===== src/x86ea_pkg.sv =====
package x86ea_pkg;

  localparam logic [4:0] NoReg   = 5'd16;
  localparam logic [2:0] SegSs   = 3'd2;
  localparam logic [2:0] SegDs   = 3'd3;
  localparam logic [2:0] SegNone = 3'd6;
  localparam logic [2:0] SegLastOverride = 3'd5;

  localparam logic [1:0] AddrSize16 = 2'd0;

  localparam logic [1:0] ModNoDisp  = 2'd0;
  localparam logic [1:0] ModDisp8   = 2'd1;

  localparam logic [2:0] RmSib      = 3'd4;
  localparam logic [2:0] RmDirect16 = 3'd6;
  localparam logic [2:0] BaseDisp32 = 3'd5;
  localparam logic [3:0] IndexNone  = 4'd4;
  localparam logic [4:0] RegEsp     = 5'd4;
  localparam logic [4:0] RegEbp     = 5'd5;

  typedef struct packed {
    logic [7:0]  modrm_byte;
    logic [7:0]  sib_byte;
    logic [31:0] disp_raw;
    logic [1:0]  addr_size;
    logic        rex_x_bit;
    logic        rex_b_bit;
    logic        long_mode;
    logic [2:0]  seg_override;
    logic        add_seg_base;
    logic [3:0]  esp_pop_adjust;
    logic [63:0] disp_address;
    logic [2:0]  rip_extra;
  } req_t;

  typedef struct packed {
    logic [4:0]  base_reg;
    logic [4:0]  index_reg;
    logic [1:0]  scale_shift;
    logic [63:0] displacement;
    logic [2:0]  segment_used;
    logic        wrap_16;
    logic [2:0]  extra_bytes;
  } rsp_t;

  // 16-bit register-pair table: base part
  function automatic logic [4:0] base16(input logic [2:0] rm);
    logic [4:0] r;
    case (rm)
      3'd0, 3'd1, 3'd7:       r = 5'd3;
      3'd2, 3'd3, 3'd6:       r = 5'd5;
      3'd4:                   r = 5'd6;
      default:                r = 5'd7;
    endcase
    return r;
  endfunction

  // 16-bit register-pair table: index part
  function automatic logic [4:0] index16(input logic [2:0] rm);
    logic [4:0] r;
    case (rm)
      3'd0, 3'd2: r = 5'd6;
      3'd1, 3'd3: r = 5'd7;
      default:    r = NoReg;
    endcase
    return r;
  endfunction

endpackage


===== src/x86ea_req_if.sv =====
interface x86ea_req_if;
  logic        valid;
  logic        ready;
  logic [7:0]  modrm_byte;
  logic [7:0]  sib_byte;
  logic [31:0] disp_raw;
  logic [1:0]  addr_size;
  logic        rex_x_bit;
  logic        rex_b_bit;
  logic        long_mode;
  logic [2:0]  seg_override;
  logic        add_seg_base;
  logic [3:0]  esp_pop_adjust;
  logic [63:0] disp_address;
  logic [2:0]  rip_extra;

  modport source (
    output valid, modrm_byte, sib_byte, disp_raw, addr_size, rex_x_bit, rex_b_bit,
           long_mode, seg_override, add_seg_base, esp_pop_adjust, disp_address,
           rip_extra,
    input  ready
  );

  modport sink (
    input  valid, modrm_byte, sib_byte, disp_raw, addr_size, rex_x_bit, rex_b_bit,
           long_mode, seg_override, add_seg_base, esp_pop_adjust, disp_address,
           rip_extra,
    output ready
  );
endinterface


===== src/x86ea_rsp_if.sv =====
interface x86ea_rsp_if;
  logic               valid;
  logic               ready;
  logic [4:0]         base_reg;
  logic [4:0]         index_reg;
  logic [1:0]         scale_shift;
  logic signed [63:0] displacement;
  logic [2:0]         segment_used;
  logic               wrap_16;
  logic [2:0]         extra_bytes;

  modport source (
    output valid, base_reg, index_reg, scale_shift, displacement, segment_used,
           wrap_16, extra_bytes,
    input  ready
  );

  modport sink (
    input  valid, base_reg, index_reg, scale_shift, displacement, segment_used,
           wrap_16, extra_bytes,
    output ready
  );
endinterface


===== src/x86_modrm_sib_address_decode_core.sv =====
// Channel   Direction   Handshake     Payload
// req_i     in          valid/ready   ModRM, SIB, displacement bytes, mode bits
// rsp_o     out         valid/ready   base, index, scale, displacement, segment
//
// One item per cycle sustained while rsp_o.ready is high; path: input register,
// then decode and the 64-bit displacement add, then result register.
// rst_ni clears both stage valid flags asynchronously; payload is not reset.
// A stalled result holds in the result register while the input register
// still takes one more transfer; req_i.ready drops only when both are full.
module x86_modrm_sib_address_decode_core (
  input  logic              clk_i,
  input  logic              rst_ni,
  x86ea_req_if.sink         req_i,
  x86ea_rsp_if.source       rsp_o
);

  x86ea_pkg::req_t req_in;
  x86ea_pkg::req_t req_q;
  x86ea_pkg::rsp_t rsp_d;
  x86ea_pkg::rsp_t rsp_q;
  logic            mid_valid;
  logic            mid_ready;

  assign req_in.modrm_byte     = req_i.modrm_byte;
  assign req_in.sib_byte       = req_i.sib_byte;
  assign req_in.disp_raw       = req_i.disp_raw;
  assign req_in.addr_size      = req_i.addr_size;
  assign req_in.rex_x_bit      = req_i.rex_x_bit;
  assign req_in.rex_b_bit      = req_i.rex_b_bit;
  assign req_in.long_mode      = req_i.long_mode;
  assign req_in.seg_override   = req_i.seg_override;
  assign req_in.add_seg_base   = req_i.add_seg_base;
  assign req_in.esp_pop_adjust = req_i.esp_pop_adjust;
  assign req_in.disp_address   = req_i.disp_address;
  assign req_in.rip_extra      = req_i.rip_extra;

  x86ea_stage #(
    .data_t(x86ea_pkg::req_t)
  ) u_in_stage (
    .clk_i  (clk_i),
    .rst_ni (rst_ni),
    .valid_i(req_i.valid),
    .ready_o(req_i.ready),
    .data_i (req_in),
    .valid_o(mid_valid),
    .ready_i(mid_ready),
    .data_o (req_q)
  );

  x86ea_decode u_decode (
    .req_i(req_q),
    .rsp_o(rsp_d)
  );

  x86ea_stage #(
    .data_t(x86ea_pkg::rsp_t)
  ) u_out_stage (
    .clk_i  (clk_i),
    .rst_ni (rst_ni),
    .valid_i(mid_valid),
    .ready_o(mid_ready),
    .data_i (rsp_d),
    .valid_o(rsp_o.valid),
    .ready_i(rsp_o.ready),
    .data_o (rsp_q)
  );

  assign rsp_o.base_reg     = rsp_q.base_reg;
  assign rsp_o.index_reg    = rsp_q.index_reg;
  assign rsp_o.scale_shift  = rsp_q.scale_shift;
  assign rsp_o.displacement = rsp_q.displacement;
  assign rsp_o.segment_used = rsp_q.segment_used;
  assign rsp_o.wrap_16      = rsp_q.wrap_16;
  assign rsp_o.extra_bytes  = rsp_q.extra_bytes;

endmodule


===== src/x86ea_stage.sv =====
module x86ea_stage #(
  parameter type data_t = logic
) (
  input  logic  clk_i,
  input  logic  rst_ni,
  input  logic  valid_i,
  output logic  ready_o,
  input  data_t data_i,
  output logic  valid_o,
  input  logic  ready_i,
  output data_t data_o
);

  logic  valid_q, valid_d;
  data_t data_q;

  // take a new transfer when empty or whenever the held one leaves in the same cycle
  assign ready_o = !valid_q || ready_i;
  assign valid_d = ready_o ? valid_i : valid_q;

  always_ff @(posedge clk_i or negedge rst_ni) begin
    if (!rst_ni) begin
      valid_q <= 1'b0;
    end else begin
      valid_q <= valid_d;
    end
  end

  always_ff @(posedge clk_i) begin
    if (valid_i && ready_o) begin
      data_q <= data_i;
    end
  end

  assign valid_o = valid_q;
  assign data_o  = data_q;

endmodule


===== src/x86ea_decode.sv =====
module x86ea_decode (
  input  x86ea_pkg::req_t req_i,
  output x86ea_pkg::rsp_t rsp_o
);

  logic [1:0]  mod_f;
  logic [2:0]  rm_f;
  logic        has_sib;
  logic [2:0]  base_lo;
  logic [3:0]  base_full;
  logic [3:0]  idx_full;
  logic [63:0] sext8_v;
  logic [63:0] sext32_v;
  logic [63:0] zext16_v;
  logic [63:0] disp_v;
  logic        rip_rel;
  logic        pop_adj;
  logic        ss_default;
  logic        has_ovr;
  logic [63:0] addend;
  x86ea_pkg::rsp_t r;

  assign mod_f     = req_i.modrm_byte[7:6];
  assign rm_f      = req_i.modrm_byte[2:0];
  assign has_sib   = (rm_f == x86ea_pkg::RmSib);
  assign base_lo   = has_sib ? req_i.sib_byte[2:0] : rm_f;
  assign base_full = {req_i.rex_b_bit, base_lo};
  assign idx_full  = {req_i.rex_x_bit, req_i.sib_byte[5:3]};
  assign sext8_v   = {{56{req_i.disp_raw[7]}}, req_i.disp_raw[7:0]};
  assign sext32_v  = {{32{req_i.disp_raw[31]}}, req_i.disp_raw};
  assign zext16_v  = {48'd0, req_i.disp_raw[15:0]};
  assign has_ovr   = (req_i.seg_override <= x86ea_pkg::SegLastOverride);

  always_comb begin
    r          = '0;
    r.base_reg = x86ea_pkg::NoReg;
    r.index_reg = x86ea_pkg::NoReg;
    disp_v     = '0;
    rip_rel    = 1'b0;
    pop_adj    = 1'b0;
    ss_default = 1'b0;

    if (req_i.addr_size != x86ea_pkg::AddrSize16) begin
      r.extra_bytes = {2'd0, has_sib};
      r.base_reg    = {1'b0, base_full};
      if (mod_f == x86ea_pkg::ModNoDisp) begin
        if (base_lo == x86ea_pkg::BaseDisp32) begin
          r.base_reg    = x86ea_pkg::NoReg;
          disp_v        = sext32_v;
          r.extra_bytes = {2'd0, has_sib} + 3'd4;
          rip_rel       = req_i.long_mode && !has_sib;
        end
      end else if (mod_f == x86ea_pkg::ModDisp8) begin
        disp_v        = sext8_v;
        r.extra_bytes = {2'd0, has_sib} + 3'd1;
      end else begin
        disp_v        = sext32_v;
        r.extra_bytes = {2'd0, has_sib} + 3'd4;
      end
      pop_adj = (r.base_reg == x86ea_pkg::RegEsp);
      if (has_sib && idx_full != x86ea_pkg::IndexNone) begin
        r.index_reg   = {1'b0, idx_full};
        r.scale_shift = req_i.sib_byte[7:6];
      end
      ss_default = (r.base_reg == x86ea_pkg::RegEsp) || (r.base_reg == x86ea_pkg::RegEbp);
    end else if (mod_f == x86ea_pkg::ModNoDisp && rm_f == x86ea_pkg::RmDirect16) begin
      disp_v        = zext16_v;
      r.extra_bytes = 3'd2;
    end else begin
      if (mod_f == x86ea_pkg::ModDisp8) begin
        disp_v        = sext8_v;
        r.extra_bytes = 3'd1;
      end else if (mod_f != x86ea_pkg::ModNoDisp) begin
        disp_v        = zext16_v;
        r.extra_bytes = 3'd2;
      end
      r.base_reg  = x86ea_pkg::base16(rm_f);
      r.index_reg = x86ea_pkg::index16(rm_f);
      r.wrap_16   = 1'b1;
      ss_default  = (rm_f == 3'd2) || (rm_f == 3'd3) || (rm_f == 3'd6);
    end

    // RIP-relative and POP adjustment never apply together
    if (rip_rel) begin
      addend = req_i.disp_address + 64'd4 + {61'd0, req_i.rip_extra};
    end else if (pop_adj) begin
      addend = {60'd0, req_i.esp_pop_adjust};
    end else begin
      addend = '0;
    end
    r.displacement = disp_v + addend;

    if (has_ovr) begin
      r.segment_used = req_i.seg_override;
    end else if (req_i.add_seg_base) begin
      r.segment_used = ss_default ? x86ea_pkg::SegSs : x86ea_pkg::SegDs;
    end else begin
      r.segment_used = x86ea_pkg::SegNone;
    end
  end

  assign rsp_o = r;

endmodule


===== src/flat_wrapper.sv =====
// flat-port wrapper written by rule: the top's interface ports become plain ports
module x86_modrm_sib_address_decode_core_flat 
  (clk_i, rst_ni, req_i_valid, req_i_modrm_byte, req_i_sib_byte, req_i_disp_raw, req_i_addr_size, req_i_rex_x_bit, req_i_rex_b_bit, req_i_long_mode, req_i_seg_override, req_i_add_seg_base, req_i_esp_pop_adjust, req_i_disp_address, req_i_rip_extra, req_i_ready, rsp_o_valid, rsp_o_base_reg, rsp_o_index_reg, rsp_o_scale_shift, rsp_o_displacement, rsp_o_segment_used, rsp_o_wrap_16, rsp_o_extra_bytes, rsp_o_ready);
  x86ea_req_if req_i_i ();
  x86ea_rsp_if rsp_o_i ();
  input  logic clk_i;
  input  logic rst_ni;
  input wire logic [$bits(req_i_i.valid)-1:0] req_i_valid;
  input wire logic [$bits(req_i_i.modrm_byte)-1:0] req_i_modrm_byte;
  input wire logic [$bits(req_i_i.sib_byte)-1:0] req_i_sib_byte;
  input wire logic [$bits(req_i_i.disp_raw)-1:0] req_i_disp_raw;
  input wire logic [$bits(req_i_i.addr_size)-1:0] req_i_addr_size;
  input wire logic [$bits(req_i_i.rex_x_bit)-1:0] req_i_rex_x_bit;
  input wire logic [$bits(req_i_i.rex_b_bit)-1:0] req_i_rex_b_bit;
  input wire logic [$bits(req_i_i.long_mode)-1:0] req_i_long_mode;
  input wire logic [$bits(req_i_i.seg_override)-1:0] req_i_seg_override;
  input wire logic [$bits(req_i_i.add_seg_base)-1:0] req_i_add_seg_base;
  input wire logic [$bits(req_i_i.esp_pop_adjust)-1:0] req_i_esp_pop_adjust;
  input wire logic [$bits(req_i_i.disp_address)-1:0] req_i_disp_address;
  input wire logic [$bits(req_i_i.rip_extra)-1:0] req_i_rip_extra;
  output wire logic [$bits(req_i_i.ready)-1:0] req_i_ready;
  output wire logic [$bits(rsp_o_i.valid)-1:0] rsp_o_valid;
  output wire logic [$bits(rsp_o_i.base_reg)-1:0] rsp_o_base_reg;
  output wire logic [$bits(rsp_o_i.index_reg)-1:0] rsp_o_index_reg;
  output wire logic [$bits(rsp_o_i.scale_shift)-1:0] rsp_o_scale_shift;
  output wire logic [$bits(rsp_o_i.displacement)-1:0] rsp_o_displacement;
  output wire logic [$bits(rsp_o_i.segment_used)-1:0] rsp_o_segment_used;
  output wire logic [$bits(rsp_o_i.wrap_16)-1:0] rsp_o_wrap_16;
  output wire logic [$bits(rsp_o_i.extra_bytes)-1:0] rsp_o_extra_bytes;
  input wire logic [$bits(rsp_o_i.ready)-1:0] rsp_o_ready;
  assign req_i_i.valid = req_i_valid;
  assign req_i_i.modrm_byte = req_i_modrm_byte;
  assign req_i_i.sib_byte = req_i_sib_byte;
  assign req_i_i.disp_raw = req_i_disp_raw;
  assign req_i_i.addr_size = req_i_addr_size;
  assign req_i_i.rex_x_bit = req_i_rex_x_bit;
  assign req_i_i.rex_b_bit = req_i_rex_b_bit;
  assign req_i_i.long_mode = req_i_long_mode;
  assign req_i_i.seg_override = req_i_seg_override;
  assign req_i_i.add_seg_base = req_i_add_seg_base;
  assign req_i_i.esp_pop_adjust = req_i_esp_pop_adjust;
  assign req_i_i.disp_address = req_i_disp_address;
  assign req_i_i.rip_extra = req_i_rip_extra;
  assign req_i_ready = req_i_i.ready;
  assign rsp_o_valid = rsp_o_i.valid;
  assign rsp_o_base_reg = rsp_o_i.base_reg;
  assign rsp_o_index_reg = rsp_o_i.index_reg;
  assign rsp_o_scale_shift = rsp_o_i.scale_shift;
  assign rsp_o_displacement = rsp_o_i.displacement;
  assign rsp_o_segment_used = rsp_o_i.segment_used;
  assign rsp_o_wrap_16 = rsp_o_i.wrap_16;
  assign rsp_o_extra_bytes = rsp_o_i.extra_bytes;
  assign rsp_o_i.ready = rsp_o_ready;
  x86_modrm_sib_address_decode_core u_core (.clk_i(clk_i), .rst_ni(rst_ni), .req_i(req_i_i), .rsp_o(rsp_o_i));
endmodule

===== config.mk =====
export PLATFORM = sky130hd
export DESIGN_NAME = x86_modrm_sib_address_decode_core_flat
export DESIGN_NICKNAME = d
export VERILOG_FILES = /design/src/x86ea_pkg.sv /design/src/x86ea_req_if.sv /design/src/x86ea_rsp_if.sv /design/src/x86_modrm_sib_address_decode_core.sv /design/src/x86ea_stage.sv /design/src/x86ea_decode.sv /design/src/flat_wrapper.sv
export SDC_FILE = /design/constraint.sdc
export NUM_CORES = 1
export LEC_CHECK = 0
export BUFFER_PORTS_ARGS = -buffer_cell sky130_fd_sc_hd__buf_2
export CORE_UTILIZATION = 40
export CTS_CLUSTER_DIAMETER = 100
export CTS_CLUSTER_SIZE = 10
export DETAILED_ROUTE_END_ITERATION = 12
export HOLD_SLACK_MARGIN = 0.1
export PLACE_DENSITY = 0.63
export SLEW_MARGIN = 20
export SYNTH_ARGS = -nofsm -noshare
export SYNTH_HDL_FRONTEND = slang
export SYNTH_SLANG_ARGS = --single-unit

===== constraint.sdc =====
create_clock -name clk_i -period 5.2 [get_ports clk_i]
set_input_delay 0.52 -clock clk_i [delete_from_list [all_inputs] [get_ports clk_i]]
set_output_delay 0.52 -clock clk_i [all_outputs]
set_load 0.02 [all_outputs]

==> flow_metrics.py <==
metrics = {
    "worst_setup_path": {
        "rr_endpoint": "u_core.u_out_stage.data_o[67]",
        "crit_fanout": 4,
        "regToRegSetupSlack_ns": 0.19,
        "crit_required_ns": 5.49,
        "r2r_start": "u_core.u_in_stage.data_o[4]",
        "ff2ff_path_depth": 21,
        "path_class": "reg -> reg",
        "critical_path.startpoint": "u_core.u_in_stage.data_o[4]",
        "worst_setup_path_end_kind": "flip-flop",
        "cp-endpoint": "u_core.u_out_stage.data_o[67]",
        "cp.arrival_ns": 5.31,
        "critPathLaunchType": "flip-flop",
    },
    "global_routing": {
        "grt_use_total_pct": 20.15,
        "grt_pass1_wl_um": 49390,
        "overflow": 0,
        "grt_max_degree": 48,
        "grt_pass1_vias": 9328,
        "antenna_found_initial": 4,
    },
    "clock_tree": {
        "worstSkewPairLatency_ns": 0.54,
        "clk_path_buf_depth": 3,
        "clk_pin_slew_ns": 0.06,
        "htree_levels": 1,
        "clk_root_buffer_cell": "clkbuf_16",
        "cts_buffers": 25,
        "cts.sinks": 210,
        "cts_tree": "yes",
    },
    "drt": {
        "drt-initial-drc-count": 664,
        "routed_wl_um": 32670,
        "viasPerCell": 5.197,
        "routedWlPerCell_um": 17.28,
        "route.detailed.drc": 0,
        "ant_nets": 0,
        "vias": 9823,
        "drtPass1Iterations": 5,
    },
    "logic_synthesis": {
        "async_flop_share_pct": 0.9524,
        "syn_area_um2": 12390,
        "synth_top_family_by_area": "compound AO/OA/AOI/OAI gates",
        "synth_edf_count": 208,
        "ys.flop_type": "edfxtp_1",
        "synthAdderAreaFrac_pct": 7.494,
        "ys_ff_latch": 210,
        "synth-xor-area-share_pct": 7.908,
        "synth_cells": 1155,
        "yosys_warnings": 0,
        "synth.distinct_cells": 78,
        "syn_avg_cell_area_um2": 10.73,
        "synth-simple-area-share_pct": 15.55,
        "synth_compound_area_share_pct": 15.85,
        "synthesis.nets": 1360,
        "muxShareOfSynthArea_pct": 0.08080,
        "ys_seq_area_share_pct": 50.82,
    },
    "floorplanning": {
        "die_width_um": 178.0,
        "initial_utilization_pct": 40.60,
        "core_area_um2": 30510,
        "core.rowCount": 64,
        "ioPinCount": 217,
        "design.die.area_um2": 31680,
        "die_h_um": 178.0,
    },
    "timing": {
        "finalSetupTns_ns": 0,
        "relSlewSlack_pct": 56.20,
        "setup_viol": 0,
        "tightestPinTransition_ns": 0.6570,
        "setup_ws_ns": 0.1857,
        "hold_violations": 0,
        "slew_violations": 0,
        "fin_skew_ns": 0.008433,
        "period_needed_ns": 5.014,
        "timing.hold.ws_ns": 0.1489,
        "fin_crit_sh_pct": 96.43,
        "max_freq_mhz": 199.4,
    },
    "layout": {
        "fillers": 2740,
        "drive_gt1_share_pct": 27.66,
        "finish.instance_area_um2": 15550,
        "fin_nets": 1689,
        "syn2layout_area_growth_pct": 25.53,
        "final_util_pct": 50.97,
    },
    "hold_path": {
        "holdCritPathClass": "in -> reg",
    },
    "placement": {
        "postPlaceCellArea_um2": 14770,
        "globalplace.congestion": 0.9078,
        "dpl_worst_slack_ns": 0.04782,
        "hpwl_um": 25100,
        "io_buffers": 213,
    },
    "run_status": {
        "status": "complete, no violations",
    },
    "power_and_ir_drop": {
        "leakage_nw": 6.794,
        "vdd_ir_drop_max_mv": 0.1883,
        "power_density_nw_per_um2": 280.7,
    },
    "job": {
        "cap_violations": 0,
    },
}
-- layout make-up --
type / count / area [µm²] / area share, %
Antenna cell: 1 / 2.502 / 0.01609
Clock buffer: 33 / 655.6 / 4.216
Clock inverter: 3 / 32.53 / 0.2092
Inverter: 29 / 108.9 / 0.7000
Multi-Input combinational cell: 871 / 5886 / 37.85
Sequential cell: 210 / 6296 / 40.49
Tap cell: 396 / 495.5 / 3.186
Timing Repair Buffer: 347 / 2074 / 13.34
-- repair_timing --
action                                  CTS  global route
gates resized for setup                   0            14
endpoints found under the setup margin    0            17
hold buffers                              1             0
endpoints found under the hold margin     2             0
buffers inserted                          0             2
-- flip-flops by register name (all words and copies together) (netlist names) --
name and flops:
u_core.u_out_stage.valid_o 1, u_core.u_in_stage.valid_o 1, u_core.u_in_stage.data_o 125, u_core.u_out_stage.data_o 83
-- report_power, final --
part	total [mW]	leakage [nW]	internal [mW]	switching, mW
clock network	1.54	0.333	0.875	0.669
logic	0.728	4.42	0.284	0.444
registers	2.09	2.04	2.03	0.0595
-- cells in the final DEF (no fill, tap or decap), types with 23 or more instances in the layout --
cell       instances
edfxtp_1         208
a21oi_1          101
a21o_1            55
buf_4            133
nand2_1          109
ha_1              70
nor2_1           109
and3_1            23
buf_2            213
xor2_1            58
nand3_1           37
clkbuf_16         25
inv_1             29
o21ai_0           45
xnor2_1           52
-- metrics by stage --
stage | total power, mW | cells
2_1_floorplan | 2.550 | 1155
4_1_cts | 4.411 | 1887
3_5_place_dp | 2.854 | 1850
6_report | 4.366 | 1890
5_1_grt | 4.534 | 1889
3_3_place_gp | 2.842 | 1850
-- synthesized netlist by cell type, types with 2 or more instances --
cell type / n / area [µm²]
edfxtp_1: 208 / 6246
nor2_1: 110 / 412.9
nand2_1: 109 / 409.1
a21oi_1: 103 / 515.5
ha_1: 71 / 888.4
xor2_1: 58 / 508.0
a21o_1: 55 / 412.9
xnor2_1: 52 / 455.4
o21ai_0: 45 / 225.2
clkbuf_1: 40 / 150.1
nand3_1: 37 / 185.2
inv_1: 29 / 108.9
and3_1: 23 / 143.9
nand4_1: 20 / 125.1
or3_1: 16 / 100.1
and2_1: 15 / 93.84
a31oi_1: 13 / 81.33
o21a_1: 13 / 97.59
nor3_1: 11 / 55.05
o21bai_1: 10 / 75.07
and4_1: 9 / 78.83
nor2b_1: 9 / 56.30
nand2b_1: 7 / 43.79
o211ai_1: 7 / 52.55
a22o_1: 5 / 43.79
o21ai_1: 5 / 25.02
buf_2: 4 / 20.02
nor4b_1: 4 / 35.03
a211oi_1: 3 / 22.52
a311oi_1: 3 / 26.28
nand3b_1: 3 / 22.52
o31ai_1: 3 / 22.52
or2_2: 3 / 18.77
a21boi_0: 2 / 15.01
a41oi_1: 2 / 17.52
and3_4: 2 / 22.52
dfrtp_1: 2 / 50.05
fa_1: 2 / 40.04
nand3_2: 2 / 20.02
o41ai_2: 2 / 32.53
-- worst max-delay path, stage by stage (launching register included) --
cell and delay (ns):
edfxtp_1 0.37, ha_1 0.29, ha_1 0.16, inv_1 0.05, fa_1 0.40, inv_1 0.08
a21o_1 0.17, and4_4 0.27, nand2_1 0.09, or3_1 0.32, a21oi_1 0.19, ha_1 0.28
and2_1 0.16, a22o_1 0.22, a2111oi_4 0.38, o21ai_2 0.11, o21ai_2 0.19, a21o_1 0.22
nand4b_1 0.22, a311o_1 0.34, a21oi_2 0.15, xnor2_1 0.07
-- how the worst min path moves through the flow --
stage / cells after the start / startpoint / end / slack (ns)
CTS: 1 / req_i_disp_address[9] / u_core.u_in_stage.data_o[12] / 0.13
floorplan: 0 / rst_ni / u_core.u_in_stage.valid_o / 0.22
global placement: 1 / rst_ni / u_core.u_in_stage.valid_o / 0.31
detailed placement: 1 / rst_ni / u_core.u_out_stage.valid_o / 0.31
global route: 1 / req_i_sib_byte[5] / u_core.u_in_stage.data_o[117] / 0.13
finish: 1 / req_i_disp_raw[18] / u_core.u_in_stage.data_o[98] / 0.15
-- cell families (layout without fill, tap and decap cells) --
| kind of cell | Yosys count | in the layout |
|---|---|---|
| AND/OR/NAND/NOR | 389 | 389 |
| multiplexers | 1 | 1 |
| XOR/XNOR | 111 | 111 |
| flip-flops | 210 | 210 |
| other | 0 | 1 |
| adder cells (fa/ha/maj) | 73 | 73 |
| AO/OA/AOI/OAI | 297 | 297 |
| buffers and inverters | 74 | 412 |
-- routing by layer --
layer	vias to the layer above	share of wire (%)	track usage [%]
li1	4934	-	-
met1	4589	46	27.36
met2	240	47	33.14
met3	54	4.7	2.877
met4	6	2.5	6.197
met5	-	0.12	0
Power figures use the tool's default switching activity.
